## config.mk

```make
export PLATFORM = sky130hd
export DESIGN_NAME = one_shot_timer_table_core
export DESIGN_NICKNAME = d
export VERILOG_FILES = /design/src/hw/rtl/ostt_pkg.sv /design/src/hw/rtl/ostt_slot_mem.sv /design/src/hw/rtl/one_shot_timer_table_core.sv
export SDC_FILE = /design/constraint.sdc
export NUM_CORES = 1
export LEC_CHECK = 0
export BUFFER_PORTS_ARGS = -buffer_cell sky130_fd_sc_hd__buf_4
export CAP_MARGIN = 10
export CORE_MARGIN = 2
export CORE_UTILIZATION = 38
export DETAILED_ROUTE_END_ITERATION = 6
export PLACE_DENSITY_LB_ADDON = 0.05
export SYNTH_ARGS = -nofsm -noshare
export SYNTH_HDL_FRONTEND = slang
export SYNTH_SLANG_ARGS = --single-unit
export TNS_END_PERCENT = 50
```

## constraint.sdc

```tcl
create_clock -name i_clk -period 7 [get_ports i_clk]
set_input_delay 0.35 -clock i_clk [delete_from_list [all_inputs] [get_ports i_clk]]
set_output_delay 0.35 -clock i_clk [all_outputs]
set_load 0.02 [all_outputs]
```

## src/hw/rtl/ostt_pkg.sv

```systemverilog
// ============================================================================
// ostt_pkg
// Shared command codes, result kinds and memory control type for the
// one-shot timer table.
// ============================================================================
package ostt_pkg;

    localparam int SLOT_W   = 4;
    localparam int PERIOD_W = 16;
    localparam int ADV_W    = 16;
    localparam int CMD_W    = 3;
    localparam int KIND_W   = 2;

    // Command codes carried by a request.
    localparam logic [CMD_W-1:0] CMD_CREATE = 3'd0;
    localparam logic [CMD_W-1:0] CMD_FREE   = 3'd1;
    localparam logic [CMD_W-1:0] CMD_OPEN   = 3'd2;
    localparam logic [CMD_W-1:0] CMD_CLOSE  = 3'd3;
    localparam logic [CMD_W-1:0] CMD_TICK   = 3'd4;

    // Result kinds.
    localparam logic [KIND_W-1:0] KIND_ALLOC   = 2'd0;
    localparam logic [KIND_W-1:0] KIND_NOFREE  = 2'd1;
    localparam logic [KIND_W-1:0] KIND_EXPIRED = 2'd2;
    localparam logic [KIND_W-1:0] KIND_DONE    = 2'd3;

    // Per-cycle control of the slot memories.
    typedef struct packed {
        logic rd_en;
        logic wr_start;
        logic wr_period;
    } t_mem_op;

endpackage

```

## src/hw/rtl/ostt_slot_mem.sv

```systemverilog
// ============================================================================
// ostt_slot_mem
// Start time and period memories of the timer slots, with the expiry test
// on the registered read data.
// ============================================================================
module ostt_slot_mem import ostt_pkg::*; #(
    parameter int SLOTS     = 16,
    parameter int TIME_BITS = 32,
    parameter int IW        = 4
) (
    input  logic                 i_clk,
    input  t_mem_op              i_op,
    input  logic [IW-1:0]        i_rd_addr,
    input  logic [IW-1:0]        i_wr_addr,
    input  logic [TIME_BITS-1:0] i_wr_start,
    input  logic [PERIOD_W-1:0]  i_wr_period,
    input  logic [TIME_BITS-1:0] i_time_now,
    output logic                 o_expired
);

    logic [TIME_BITS-1:0] r_start_mem  [SLOTS];
    logic [PERIOD_W-1:0]  r_period_mem [SLOTS];
    logic [TIME_BITS-1:0] r_rd_start;
    logic [PERIOD_W-1:0]  r_rd_period;
    logic [TIME_BITS-1:0] elapsed;

    always_ff @(posedge i_clk) begin
        if (i_op.wr_start) begin
            r_start_mem[i_wr_addr] <= i_wr_start;
        end
        if (i_op.wr_period) begin
            r_period_mem[i_wr_addr] <= i_wr_period;
        end
        if (i_op.rd_en) begin
            r_rd_start  <= r_start_mem[i_rd_addr];
            r_rd_period <= r_period_mem[i_rd_addr];
        end
    end

    // Elapsed time wraps with the counter, so a plain subtraction is enough.
    assign elapsed   = i_time_now - r_rd_start;
    assign o_expired = elapsed >= {{(TIME_BITS-PERIOD_W){1'b0}}, r_rd_period};

endmodule

```

## src/hw/rtl/one_shot_timer_table_core.sv

```systemverilog
// ============================================================================
// one_shot_timer_table_core
// Pool of one-shot timers with create, free, open, close and tick-and-scan
// commands, reporting allocated and expired slot numbers.
// ============================================================================
//
//  Channel   Direction  Handshake                    Payload
//  -------   ---------  ---------------------------  ------------------------
//  request   in         i_in_valid / o_in_ready      cmd, slot, period, advance
//  result    out        o_out_valid / i_out_ready    kind, slot_out, last
//
//  Free, open, close and unknown commands go through S_CMD. Create walks the
//  in-use flags from slot 0. Tick scans every slot: the slot memories are
//  read one slot per cycle through their single read port, except while an
//  expiry waits on a full output, and the check of a slot overlaps the read
//  of the next one. Any command can stall on a full result channel.
//  Reset clears the flags, the time counter and all control state at once.
//  The next request is taken as soon as the previous one has placed its last
//  result in the output register, even if that result is still waiting.
//
module one_shot_timer_table_core import ostt_pkg::*; #(
    parameter int SLOTS     = 16,
    parameter int TIME_BITS = 32
) (
    input  logic                i_clk,
    input  logic                i_rst_n,
    // Request channel.
    input  logic                i_in_valid,
    output logic                o_in_ready,
    input  logic [CMD_W-1:0]    i_cmd,
    input  logic [SLOT_W-1:0]   i_slot,
    input  logic [PERIOD_W-1:0] i_period,
    input  logic [ADV_W-1:0]    i_advance,
    // Result channel.
    output logic                o_out_valid,
    input  logic                i_out_ready,
    output logic [KIND_W-1:0]   o_kind,
    output logic [SLOT_W-1:0]   o_slot_out,
    output logic                o_last
);

    // Index width for the slot arrays, and a counter width that also holds
    // SLOTS itself so that it can mark the end of a walk.
    localparam int IW = (SLOTS > 1) ? $clog2(SLOTS) : 1;
    localparam int CW = $clog2(SLOTS + 1);
    localparam logic [CW-1:0] IDX_END = CW'(SLOTS);

    typedef enum logic [1:0] {
        S_IDLE,
        S_CMD,
        S_ALLOC,
        S_SCAN
    } t_state;

    t_state r_state, n_state;

    // Request held for the duration of its work.
    logic [CMD_W-1:0]     r_cmd, n_cmd;
    logic [SLOT_W-1:0]    r_slot, n_slot;
    logic [PERIOD_W-1:0]  r_period, n_period;

    // Slot flags live in flip-flops so that reset clears them at once.
    logic [SLOTS-1:0]     r_in_use, n_in_use;
    logic [SLOTS-1:0]     r_armed, n_armed;
    logic [TIME_BITS-1:0] r_time, n_time;

    // Walk counter, and the slot whose memory read is now in the read register.
    logic [CW-1:0]        r_idx, n_idx;
    logic                 r_pv, n_pv;
    logic [IW-1:0]        r_pidx, n_pidx;

    // Output register.
    logic                 r_ov, n_ov;
    logic [KIND_W-1:0]    r_kind, n_kind;
    logic [SLOT_W-1:0]    r_slot_out, n_slot_out;
    logic                 r_last, n_last;

    // Memory interface.
    t_mem_op              mem_op;
    logic [IW-1:0]        mem_rd_addr;
    logic [IW-1:0]        mem_wr_addr;
    logic                 mem_expired;

    logic                 out_free;
    logic                 slot_ok;
    logic [IW-1:0]        idx_lo;
    logic [IW-1:0]        slot_lo;
    logic                 hit;

    ostt_slot_mem #(
        .SLOTS     (SLOTS),
        .TIME_BITS (TIME_BITS),
        .IW        (IW)
    ) u_slot_mem (
        .i_clk       (i_clk),
        .i_op        (mem_op),
        .i_rd_addr   (mem_rd_addr),
        .i_wr_addr   (mem_wr_addr),
        .i_wr_start  (r_time),
        .i_wr_period (r_period),
        .i_time_now  (r_time),
        .o_expired   (mem_expired)
    );

    assign out_free = !r_ov || i_out_ready;
    assign slot_ok  = int'(r_slot) < SLOTS;
    assign idx_lo   = r_idx[IW-1:0];
    assign slot_lo  = IW'(r_slot);

    // A slot reported as expired must be in use, armed and at or past its period.
    // No memory write happens during a scan, so the read data is current.
    assign hit = r_pv && r_in_use[r_pidx] && r_armed[r_pidx] && mem_expired;

    always_comb begin
        n_state    = r_state;
        n_cmd      = r_cmd;
        n_slot     = r_slot;
        n_period   = r_period;
        n_in_use   = r_in_use;
        n_armed    = r_armed;
        n_time     = r_time;
        n_idx      = r_idx;
        n_pv       = r_pv;
        n_pidx     = r_pidx;
        n_ov       = r_ov;
        n_kind     = r_kind;
        n_slot_out = r_slot_out;
        n_last     = r_last;
        mem_op      = '0;
        mem_rd_addr = idx_lo;
        mem_wr_addr = idx_lo;

        if (r_ov && i_out_ready) begin
            n_ov = 1'b0;
        end

        unique case (r_state)
            S_IDLE: begin
                if (i_in_valid) begin
                    n_cmd    = i_cmd;
                    n_slot   = i_slot;
                    n_period = i_period;
                    n_idx    = '0;
                    n_pv     = 1'b0;
                    if (i_cmd == CMD_CREATE) begin
                        n_state = S_ALLOC;
                    end else if (i_cmd == CMD_TICK) begin
                        // The counter moves first; the scan sees the new time.
                        n_time  = r_time + TIME_BITS'(i_advance);
                        n_state = S_SCAN;
                    end else begin
                        n_state = S_CMD;
                    end
                end
            end

            S_CMD: begin
                if (out_free) begin
                    mem_wr_addr = slot_lo;
                    if (slot_ok) begin
                        if (r_cmd == CMD_FREE) begin
                            n_in_use[slot_lo] = 1'b0;
                        end else if (r_cmd == CMD_OPEN) begin
                            mem_op.wr_start  = 1'b1;
                            n_armed[slot_lo] = 1'b1;
                        end else if (r_cmd == CMD_CLOSE) begin
                            n_armed[slot_lo] = 1'b0;
                        end
                    end
                    n_ov       = 1'b1;
                    n_kind     = KIND_DONE;
                    n_slot_out = '0;
                    n_last     = 1'b1;
                    n_state    = S_IDLE;
                end
            end

            S_ALLOC: begin
                if (r_idx == IDX_END) begin
                    // Every slot is taken.
                    if (out_free) begin
                        n_ov       = 1'b1;
                        n_kind     = KIND_NOFREE;
                        n_slot_out = '0;
                        n_last     = 1'b1;
                        n_state    = S_IDLE;
                    end
                end else if (!r_in_use[idx_lo]) begin
                    if (out_free) begin
                        mem_op.wr_start  = 1'b1;
                        mem_op.wr_period = 1'b1;
                        n_in_use[idx_lo] = 1'b1;
                        n_armed[idx_lo]  = 1'b1;
                        n_ov             = 1'b1;
                        n_kind           = KIND_ALLOC;
                        n_slot_out       = SLOT_W'(idx_lo);
                        n_last           = 1'b1;
                        n_state          = S_IDLE;
                    end
                end else begin
                    n_idx = r_idx + 1'b1;
                end
            end

            S_SCAN: begin
                if (!r_pv && r_idx == IDX_END) begin
                    // All slots checked; close the scan with the done result.
                    if (out_free) begin
                        n_ov       = 1'b1;
                        n_kind     = KIND_DONE;
                        n_slot_out = '0;
                        n_last     = 1'b1;
                        n_state    = S_IDLE;
                    end
                end else if (!hit || out_free) begin
                    // When an expiry waits on a full output, the read register
                    // and the walk both hold until the result can move.
                    if (hit) begin
                        n_armed[r_pidx] = 1'b0;
                        n_ov            = 1'b1;
                        n_kind          = KIND_EXPIRED;
                        n_slot_out      = SLOT_W'(r_pidx);
                        n_last          = 1'b0;
                    end
                    if (r_idx != IDX_END) begin
                        mem_op.rd_en = 1'b1;
                        n_pv         = 1'b1;
                        n_pidx       = idx_lo;
                        n_idx        = r_idx + 1'b1;
                    end else begin
                        n_pv = 1'b0;
                    end
                end
            end
        endcase
    end

    always_ff @(posedge i_clk) begin
        if (!i_rst_n) begin
            r_state  <= S_IDLE;
            r_in_use <= '0;
            r_armed  <= '0;
            r_time   <= '0;
            r_idx    <= '0;
            r_pv     <= 1'b0;
            r_ov     <= 1'b0;
        end else begin
            r_state  <= n_state;
            r_in_use <= n_in_use;
            r_armed  <= n_armed;
            r_time   <= n_time;
            r_idx    <= n_idx;
            r_pv     <= n_pv;
            r_ov     <= n_ov;
        end
        r_cmd      <= n_cmd;
        r_slot     <= n_slot;
        r_period   <= n_period;
        r_pidx     <= n_pidx;
        r_kind     <= n_kind;
        r_slot_out <= n_slot_out;
        r_last     <= n_last;
    end

    assign o_in_ready  = (r_state == S_IDLE);
    assign o_out_valid = r_ov;
    assign o_kind      = r_kind;
    assign o_slot_out  = r_slot_out;
    assign o_last      = r_last;

endmodule
```

==> flow_metrics.env, run 1 <==
export IMPL_topRoutingLayerUsed="met4"
export IMPL_post_place_ws_ns=0.976
export IMPL_synth_async_sr_flop_share=0
export IMPL_drc_errors=0
export IMPL_wl_per_cell_um=27.0
export IMPL_endpoint_kind="flop"
export IMPL_syn_nets=2388
export IMPL_firstDrtPassIters=5
export IMPL_cts_buffers=103
export IMPL_die_area_um2=106000
export IMPL_ys_top_cells_by_area="edfxtp_1, mux4_2, dfxtp_1, ha_1, a21oi_1"
export IMPL_finalSetupViolations=0
export IMPL_routed_wl_met2_um=52000
export IMPL_synth_top_area_frac=0.653
export IMPL_intPower_mw=9.35
export IMPL_crit_arrival_ns=6.29
export IMPL_clk_latency_ns=0.68
export IMPL_ys_seq_area_frac=0.690
export IMPL_yosysMostFrequentCell="edfxtp_1"
export IMPL_grt_use_total=0.196
export IMPL_crit_type="flop to flop"
export IMPL_synth_commonest_cells="edfxtp_1, mux4_2, nand2_1"
export IMPL_cts_setup_buffers=0
export IMPL_die_h_um=325
export IMPL_pwr_share_clk=0.448
export IMPL_area_growth_pct=14.8
export IMPL_n_fill_cell=9038
export IMPL_drv_cap=0
export IMPL_netlist_instances=2272
export IMPL_fin_nets=2496
export IMPL_syn_area_per_cell_um2=17.2
export IMPL_drive_gt1_frac=0.222
export IMPL_cts_root_buf="clkbuf_16"
export IMPL_synth_edf_count=850
export IMPL_ys_flop_type="edfxtp_1"
export IMPL_p_seq_frac=0.515
export IMPL_p_sw_mw=2.50
export IMPL_io_pins=52
export IMPL_fin_cells=3833
export IMPL_clkSlewWorstSetupHoldPaths_ns=0.06
export IMPL_hpwl_um=57400
export IMPL_irDropWorstVdd_mv=0.177
export IMPL_n_antenna_cell=0
export IMPL_hold_class="primary input to flop"
export IMPL_initial_core_util=0.384
export IMPL_port_buffers=51
export IMPL_placed_area_um2=41300
export IMPL_fin_skew_ns=0.0307
export IMPL_p_per_area_nw_per_um2=264
export IMPL_clkSinkCount=923
export IMPL_h_tree_depth=3
export IMPL_fp_dieW_um=325
export IMPL_ys_ff_latch=923
export IMPL_cts_tree="built"
export IMPL_cp_start_kind="flop"
export IMPL_fin_ws_ns=1.05
export IMPL_grt_max_degree=98
export IMPL_place_inst=3620
export IMPL_met3RoutedLength_um=3700
export IMPL_finalHoldViolations=0
export IMPL_clk_path_buf_depth=3
export IMPL_vias=21400
export IMPL_drt_iter0_markers=1874
export IMPL_drt_antenna_violating_nets=0
export IMPL_status="finished clean"
export IMPL_tightest_slew_ns=1.23
export IMPL_syn_area_um2=39100
export IMPL_pwr_share_comb=0.037
export IMPL_ys_types=78
export IMPL_viasPerCell=5.59
export IMPL_setup_tns_ns=0
export IMPL_required_ns=7.34
export IMPL_yosys_warnings=0
export IMPL_slew_violations=0
export IMPL_grt_remaining_overflow=0
export IMPL_rsz0062_at_grt="false"
export IMPL_maxSlewHeadroom=0.179
export IMPL_wl_um=103000
export IMPL_whs_ns=0.0740
export IMPL_power_leakage_nw=13.3
export IMPL_power_switching_share=0.211
export IMPL_final_area_um2=44900
export IMPL_power_total_mw=11.9
export IMPL_grt_antenna_before_repair=0
export IMPL_worstPathMaxFanout=48
export IMPL_row_count=117
export IMPL_grt_pass1_wl_um=152000
export IMPL_min_period_ns=5.95
export IMPL_met1_length_um=45600
export IMPL_grt_pass1_vias=22400
export IMPL_fmax_mhz=168
export IMPL_fin_util=0.441
export IMPL_gp_congestion=0.855
export IMPL_yosysTopAreaCell="edfxtp_1"
export IMPL_fp_coreArea_um2=102000
export IMPL_fin_crit_sh=0.849
[critical path: stages, from the launching register on]
cell and delay (ns):
dfxtp_1 0.69, inv_1 0.12, ha_1 0.26, fa_1 0.42, nor2b_1 0.17, o31ai_1 0.13
and2_1 0.19, o31ai_1 0.32, a31oi_1 0.17, o21ai_0 0.23, xor2_1 0.12, ha_1 0.20
a21o_1 0.16, a21oi_1 0.16, nor2b_1 0.07, a2111oi_0 0.37, o2111ai_1 0.17, a2111o_1 0.32
nor4_2 0.31, buf_4 0.20, nand3b_2 0.14, nand2_1 0.16, and3_4 0.21, buf_12 0.27
[metal layers]
layer  global-route usage  up-vias
met5                    0        -
li1                     -     9389
met1                0.266    11400
met4               0.0472        0
met2                0.336      506
met3               0.0258      127
[path summary, 6_finish.rpt]
| check | from | to | slack [ns] | cells past startpoint |
|---|---|---|---|---|
| worst max-delay path | r_time[0] | u_slot_mem.r_rd_start[8] | 1.05 | 23 |
| worst max register to register | r_time[0] | u_slot_mem.r_rd_start[8] | 1.05 | 23 |
| worst min register to register | r_in_use[4] | r_in_use[4] | 0.50 | 2 |
| worst min-delay path | i_in_valid | r_pv | 0.07 | 4 |
[registers in the layout (all words and copies together), names as in the netlist, named ones only]
name,cells
r_pv,1
r_pidx,4
o_last,1
r_idx,5
u_slot_mem.r_rd_period,16
r_slot,4
o_slot_out,4
u_slot_mem.r_start_mem,512
r_state,2
r_in_use,16
r_period,16
o_out_valid,1
u_slot_mem.r_period_mem,256
r_cmd,3
o_kind,2
r_time,32
u_slot_mem.r_rd_start,32
[cells in the final DEF (no fill, tap or decap), types with 17 or more instances in the layout]
cell and n:
edfxtp_1 850, mux4_2 246, nand2_1 110, clkbuf_16 107
a21oi_1 104, buf_4 93, o21ai_0 85, inv_1 76
nor2_1 75, ha_1 71, dfxtp_1 69, nand3_1 53
clkbuf_1 29, xnor2_1 28, nor2_4 28, a31oi_1 23
dlygate4sd3_1 23, nor3_1 22, a21o_1 21, nor2b_1 21
and3_1 18, nand2b_1 18, clkinv_2 17
[power by group through the flow]
stage	combinational, mW	sequential [mW]	clock (mW)
after CTS	0.439	6.11	5.45
after floorplan	0.279	6.20	0
after global placement	0.425	6.22	0
final	0.435	6.11	5.31
after detailed placement	0.427	6.22	0
after global routing	0.475	6.12	5.64
[layout make-up]
class,instances,area [um2],share of cell area
clock buffers,145,2910,0.0648
well taps,1368,1710,0.0381
flip-flops and latches,923,27000,0.601
clock inverters,45,412,0.00917
repair buffers,118,968,0.0216
inverters,77,289,0.00644
multi-input cells,1157,11600,0.258
[what timing repair did]
item,in CTS,in global routing
resized for setup,0,0
endpoints found under the hold margin,23,0
hold buffers,23,0
[cell families (layout without fill, tap and decap cells)]
kind of cell,count (synthesis),in the layout,share of synthesized area
flip-flops,923,923,0.690
XOR/XNOR,35,35,0.00784
adder cells (fa/ha/maj),73,73,0.0237
multiplexers,257,257,0.145
buffers and inverters,192,385,0.0192
AO/OA/AOI/OAI,370,370,0.0624
AND/OR/NAND/NOR,422,422,0.0523
(Power assumes the default switching activity.)
==> run 2: changes to the inputs <==
==> constraint.sdc (replaced) <==
create_clock -name i_clk -period 5.5 [get_ports i_clk]
set_input_delay 0.275 -clock i_clk [delete_from_list [all_inputs] [get_ports i_clk]]
set_output_delay 0.275 -clock i_clk [all_outputs]
set_load 0.02 [all_outputs]
==> run 2 against run 1 <==
  * Register-to-register slack lost 0.64 ns
  * Clock skew increased by 0.0046 ns
  * Highest routed layer is now met5
  * Fmax increased by 17%
  * Count of clock-buffer cells in the layout is 17 lower
  * First-iteration DRC count rose by 0.64%
  * Final cell count up 1.3%
==> flow_metrics.env, run 2 (synthesis results as in run 1) <==
export IMPL_final_area_um2=45500
export IMPL_initial_core_util=0.384
export IMPL_fin_nets=2542
export IMPL_area_growth_pct=16.4
export IMPL_vias=21600
export IMPL_slew_violations=0
export IMPL_clkSlewWorstSetupHoldPaths_ns=0.06
export IMPL_wl_per_cell_um=26.7
export IMPL_drt_antenna_violating_nets=0
export IMPL_gp_congestion=0.868
export IMPL_grt_remaining_overflow=0
export IMPL_grt_use_total=0.197
export IMPL_crit_arrival_ns=5.46
export IMPL_drv_cap=0
export IMPL_crit_type="flop to flop"
export IMPL_viasPerCell=5.56
export IMPL_reg_top3="u_slot_mem.r_start_mem x512, u_slot_mem.r_period_mem x256"
export IMPL_grt_max_degree=119
export IMPL_placed_area_um2=41900
export IMPL_clkSinkCount=923
export IMPL_row_count=117
export IMPL_whs_ns=0.0815
export IMPL_largest_reg_flops=512
export IMPL_wl_um=104000
export IMPL_cp_start_kind="flop"
export IMPL_worstPathMaxFanout=16
export IMPL_fmax_mhz=196
export IMPL_critPathSlowestCell="fa_1"
export IMPL_irDropWorstVdd_mv=0.245
export IMPL_grt_antenna_before_repair=2
export IMPL_cp_common_cell="ha_1"
export IMPL_io_pins=52
export IMPL_final_cell_mix="edfxtp_1, mux4_2, buf_4, nand2_1, a21oi_1"
export IMPL_h_tree_depth=3
export IMPL_p_per_area_nw_per_um2=333
export IMPL_power_leakage_nw=13.6
export IMPL_firstDrtPassIters=6
export IMPL_rsz0062_at_grt="false"
export IMPL_final_common_cell="edfxtp_1"
export IMPL_min_period_ns=5.09
export IMPL_status="finished clean"
export IMPL_grt_pass1_vias=22400
export IMPL_drt_iter0_markers=1886
export IMPL_cts_buffers=102
export IMPL_cpPeakStageDelay_ns=0.42
export IMPL_grt_pass1_wl_um=152000
export IMPL_fp_dieW_um=325
export IMPL_drc_errors=0
export IMPL_cts_tree="built"
export IMPL_fp_coreArea_um2=102000
export IMPL_clk_path_buf_depth=3
export IMPL_fin_skew_ns=0.0354
export IMPL_fin_crit_sh=0.926
export IMPL_hold_class="primary input to flop"
export IMPL_setup_tns_ns=0
export IMPL_finalHoldViolations=0
export IMPL_required_ns=5.87
export IMPL_top_register="u_slot_mem.r_start_mem"
export IMPL_die_area_um2=106000
export IMPL_r2r_slack_ns=0.41
export IMPL_finalSetupViolations=0
export IMPL_cts_root_buf="clkbuf_16"
export IMPL_n_antenna_cell=0
export IMPL_worstPathCellList="inv_1 -> ha_1 -> fa_1 -> nor2b_2 -> o31ai_1 -> and2_1 -> o31ai_4 -> a31oi_2 -> o21ai_1 -> xor2_1 -> ha_1 -> a21o_1 -> a21oi_1 -> nor2b_1 -> a2111oi_2 -> o2111ai_1 -> a2111o_1 -> nor4_2 -> buf_4 -> nand3b_2 -> nand2_1 -> and3_4 -> buf_12"
export IMPL_clk_latency_ns=0.69
export IMPL_drive_gt1_frac=0.242
export IMPL_tightest_slew_ns=1.22
export IMPL_maxSlewHeadroom=0.184
export IMPL_endpoint_kind="flop"
export IMPL_hpwl_um=58400
export IMPL_port_buffers=51
export IMPL_die_h_um=325
==> run 2: final timing paths <==
kind / start / to / cells past startpoint
worst min-delay path: i_out_ready / o_out_valid / 4
worst max register to register: r_time[0] / u_slot_mem.r_rd_start[12] / 23
worst max-delay path: r_time[0] / u_slot_mem.r_rd_start[12] / 23
worst min register to register: flop / flop / 2
==> run 2: critical path, delay by kind of cell, from the launching register on <==
family | cells | cell delay, ns
AOI/OAI and AO/OA | 9 | 1.74
and+or+nand+nor | 7 | 1.31
adders and majority gates | 3 | 0.82
buffers and inverters | 3 | 0.43
DFF | 1 | 0.32
xor gates and xnor gates | 1 | 0.11
==> run 2: final cells by class <==
| type | instances | area (um2) |
|---|---|---|
| inverter | 77 | 289 |
| tap | 1368 | 1710 |
| clock buffer | 128 | 2740 |
| fill | 8972 | 56300 |
| multi-input combinational | 1157 | 11600 |
| clock inverter | 63 | 632 |
| timing repair buffer | 165 | 1590 |
| sequential | 923 | 27000 |
==> run 2: where the power goes <==
part,internal [mW],switching [mW],total [mW]
Clock,4.01,2.82,6.83
Sequential,7.69,0.0735,7.76
Combinational,0.231,0.353,0.584
Total,11.9,3.25,15.2
==> run 2: repair_timing <==
| action | 4_1_cts | 5_1_grt |
|---|---|---|
| setup endpoints to repair | 0 | 81 |
| buffers inserted | 0 | 0 |
| hold buffers | 25 | 0 |
| hold endpoints to repair | 27 | 0 |
| gates resized for setup | 0 | 8 |
==> run 2: per-layer routing <==
metal	up-vias	track usage	routed length, um
met2	533	0.332	51400
met1	11400	0.266	45800
met4	2	0.0530	2370
met5	-	0	13
met3	154	0.0293	4060
li1	9509	-	-
==> run 2: metrics by stage <==
stage          power (mW)  setup WS [ns]  utilization  std cells
5_1_grt              15.7       0.000233        0.447       3881
6_report             15.2          0.410        0.447       3881
4_1_cts              15.3         0.0919        0.446       3880
3_3_place_gp         8.47          0.192        0.411       3664
3_5_place_dp         8.48          0.159        0.411       3664
2_1_floorplan        8.24          0.193            -       2272
==> run 3: changes to the inputs <==
--- a/config.mk
+++ b/config.mk
@@ -9,7 +9,9 @@
 export CAP_MARGIN = 10
 export CORE_MARGIN = 2
 export CORE_UTILIZATION = 38
+export CTS_BUF_LIST = sky130_fd_sc_hd__clkbuf_4 sky130_fd_sc_hd__clkbuf_8
 export DETAILED_ROUTE_END_ITERATION = 6
+export MAX_ROUTING_LAYER = met4
 export PLACE_DENSITY_LB_ADDON = 0.05
 export SYNTH_ARGS = -nofsm -noshare
 export SYNTH_HDL_FRONTEND = slang
==> run 3 against run 2 <==
  * Clock skew grew 0.011 ns
  * Power shrank 3.4%
  * Final cell count grew 3.1%
  * Worst hold slack gained 0.011 ns
  * Sequential share of layout area is essentially flat
  * Via count grew 2.3%
  * Utilization is essentially flat
  * Sequential power is essentially flat
  * Flip-flop and latch count is the same
  * Critical path depth is the same
  * Non-clock buffer count grew 22
  * Critical path type unchanged
==> flow_metrics.env, run 3 (synthesis results as in run 1) <==
export IMPL_status="finished clean"
export IMPL_whs_ns=0.0927
export IMPL_hold_class="primary input to flop"
export IMPL_grt_max_degree=60
export IMPL_drt_antenna_violating_nets=0
export IMPL_fp_dieW_um=325
export IMPL_pwr_share_comb=0.041
export IMPL_cts_setup_buffers=0
export IMPL_firstDrtPassIters=6
export IMPL_pwr_share_clk=0.430
export IMPL_cp_start_kind="flop"
export IMPL_largest_reg_flops=512
export IMPL_cts_tree="built"
export IMPL_rsz0062_at_grt="false"
export IMPL_power_total_mw=14.7
export IMPL_setup_tns_ns=0
export IMPL_maxSlewHeadroom=0.145
export IMPL_place_inst=3673
export IMPL_port_buffers=51
export IMPL_wl_um=105000
export IMPL_fin_util=0.447
export IMPL_clk_latency_ns=0.85
export IMPL_p_seq_frac=0.529
export IMPL_top_register="u_slot_mem.r_start_mem"
export IMPL_endpoint_kind="flop"
export IMPL_initial_core_util=0.384
export IMPL_grt_pass1_vias=23200
export IMPL_final_common_cell="edfxtp_1"
export IMPL_min_period_ns=5.09
export IMPL_finalSetupViolations=0
export IMPL_crit_type="flop to flop"
export IMPL_grt_use_total=0.207
export IMPL_p_sw_mw=3.30
export IMPL_fp_coreArea_um2=102000
export IMPL_row_count=117
export IMPL_power_switching_share=0.225
export IMPL_slew_violations=0
export IMPL_die_h_um=325
export IMPL_finalHoldViolations=0
export IMPL_tightest_slew_ns=1.28
export IMPL_io_pins=52
export IMPL_fin_cells=4003
export IMPL_fin_crit_sh=0.925
export IMPL_post_place_ws_ns=0.233
export IMPL_fmax_mhz=197
export IMPL_p_per_area_nw_per_um2=322
export IMPL_final_area_um2=45500
export IMPL_intPower_mw=11.4
export IMPL_drc_errors=0
export IMPL_irDropWorstVdd_mv=0.210
export IMPL_wl_per_cell_um=26.3
export IMPL_final_cell_mix="edfxtp_1, mux4_2, clkbuf_8, buf_4, nand2_1"
export IMPL_crit_arrival_ns=5.61
export IMPL_grt_remaining_overflow=0
export IMPL_cts_buffers=160
export IMPL_vias=22100
export IMPL_worstPathMaxFanout=25
export IMPL_reg_top3="u_slot_mem.r_start_mem x512, u_slot_mem.r_period_mem x256"
export IMPL_grt_antenna_before_repair=3
export IMPL_fin_nets=2622
export IMPL_die_area_um2=106000
export IMPL_gp_congestion=0.870
export IMPL_fin_skew_ns=0.0467
export IMPL_viasPerCell=5.51
export IMPL_drive_gt1_frac=0.272
export IMPL_hpwl_um=58900
export IMPL_n_fill_cell=9068
export IMPL_required_ns=6.02
export IMPL_drv_cap=0
export IMPL_power_leakage_nw=13.7
export IMPL_cts_root_buf="clkbuf_8"
export IMPL_h_tree_depth=4
export IMPL_area_growth_pct=16.4
export IMPL_drt_iter0_markers=1911
export IMPL_grt_pass1_wl_um=155000
export IMPL_clk_path_buf_depth=3
export IMPL_fin_ws_ns=0.412
export IMPL_clkSlewWorstSetupHoldPaths_ns=0.06
export IMPL_clkSinkCount=923
export IMPL_placed_area_um2=41900
## run 3: cell count changes in the layout (fill, tap and decap cells not counted), moves of 12 or more
| cell | previous run | this run |
|---|---|---|
| buf_4 | 117 | 129 |
| clkbuf_1 | 17 | 0 |
| clkbuf_16 | 103 | 0 |
| clkbuf_4 | 0 | 53 |
| clkbuf_8 | 9 | 167 |
| clkinv_1 | 17 | 30 |
| dlygate4sd3_1 | 25 | 39 |
## run 3: repair_timing
action / CTS / global route
endpoints found under the setup margin: 0 / 76
hold buffers: 39 / 0
hold endpoints to repair: 60 / 0
gates resized for setup: 0 / 6
## run 3: path summary, 6_finish.rpt
path / start / end / slack (ns) / cells after the start
worst min register to register: flop / flop / 0.50 / 2
worst max-delay path: r_time[0] / u_slot_mem.r_rd_period[7] / 0.41 / 23
worst max register to register: r_time[0] / u_slot_mem.r_rd_period[7] / 0.41 / 23
worst min-delay path: i_advance[12] / r_time[12] / 0.09 / 5
## run 3: routing by layer
layer	global-route usage	part of all wire	vias up	wire, um
met5	-	0	-	0
met4	0.0621	0.023	0	2400
met3	0.0323	0.044	202	4670
met2	0.336	0.50	641	52300
met1	0.269	0.44	11500	45800
li1	-	-	9687	-
## run 3: worst max-delay path, cell delays in order (launching register included)
cell       delay, ns
dfxtp_1         0.33
inv_1           0.04
ha_1            0.21
fa_1            0.42
nor2b_2         0.18
o31ai_1         0.14
and2_1          0.20
o31ai_2         0.24
a31oi_1         0.16
o21ai_0         0.21
xor2_1          0.12
ha_1            0.20
a21o_1          0.15
a21oi_1         0.13
nor2b_1         0.07
a2111oi_2       0.29
o2111ai_1       0.16
a2111o_1        0.32
nor4_2          0.25
buf_4           0.19
nand3b_2        0.15
nand2_1         0.12
and3_4          0.27
buf_12          0.20
## run 3: cell type report
cell class	count	area, um2	area share
clock buffer	220	2700	0.0592
sequential	923	27000	0.593
inverter	77	289	0.00635
timing repair buffer	187	1740	0.0382
multi-input combinational	1157	11600	0.254
clock inverter	68	504	0.0111
antenna	3	7.51	0.000165
tap	1368	1710	0.0376
## run 3: power by group through the flow
stage	clock, mW	combinational, mW	sequential (mW)
final	6.30	0.598	7.76
after global routing	6.80	0.656	7.77
after CTS	6.51	0.604	7.76
after detailed placement	0	0.578	7.91
after global placement	0	0.574	7.90
after floorplan	0	0.356	7.89
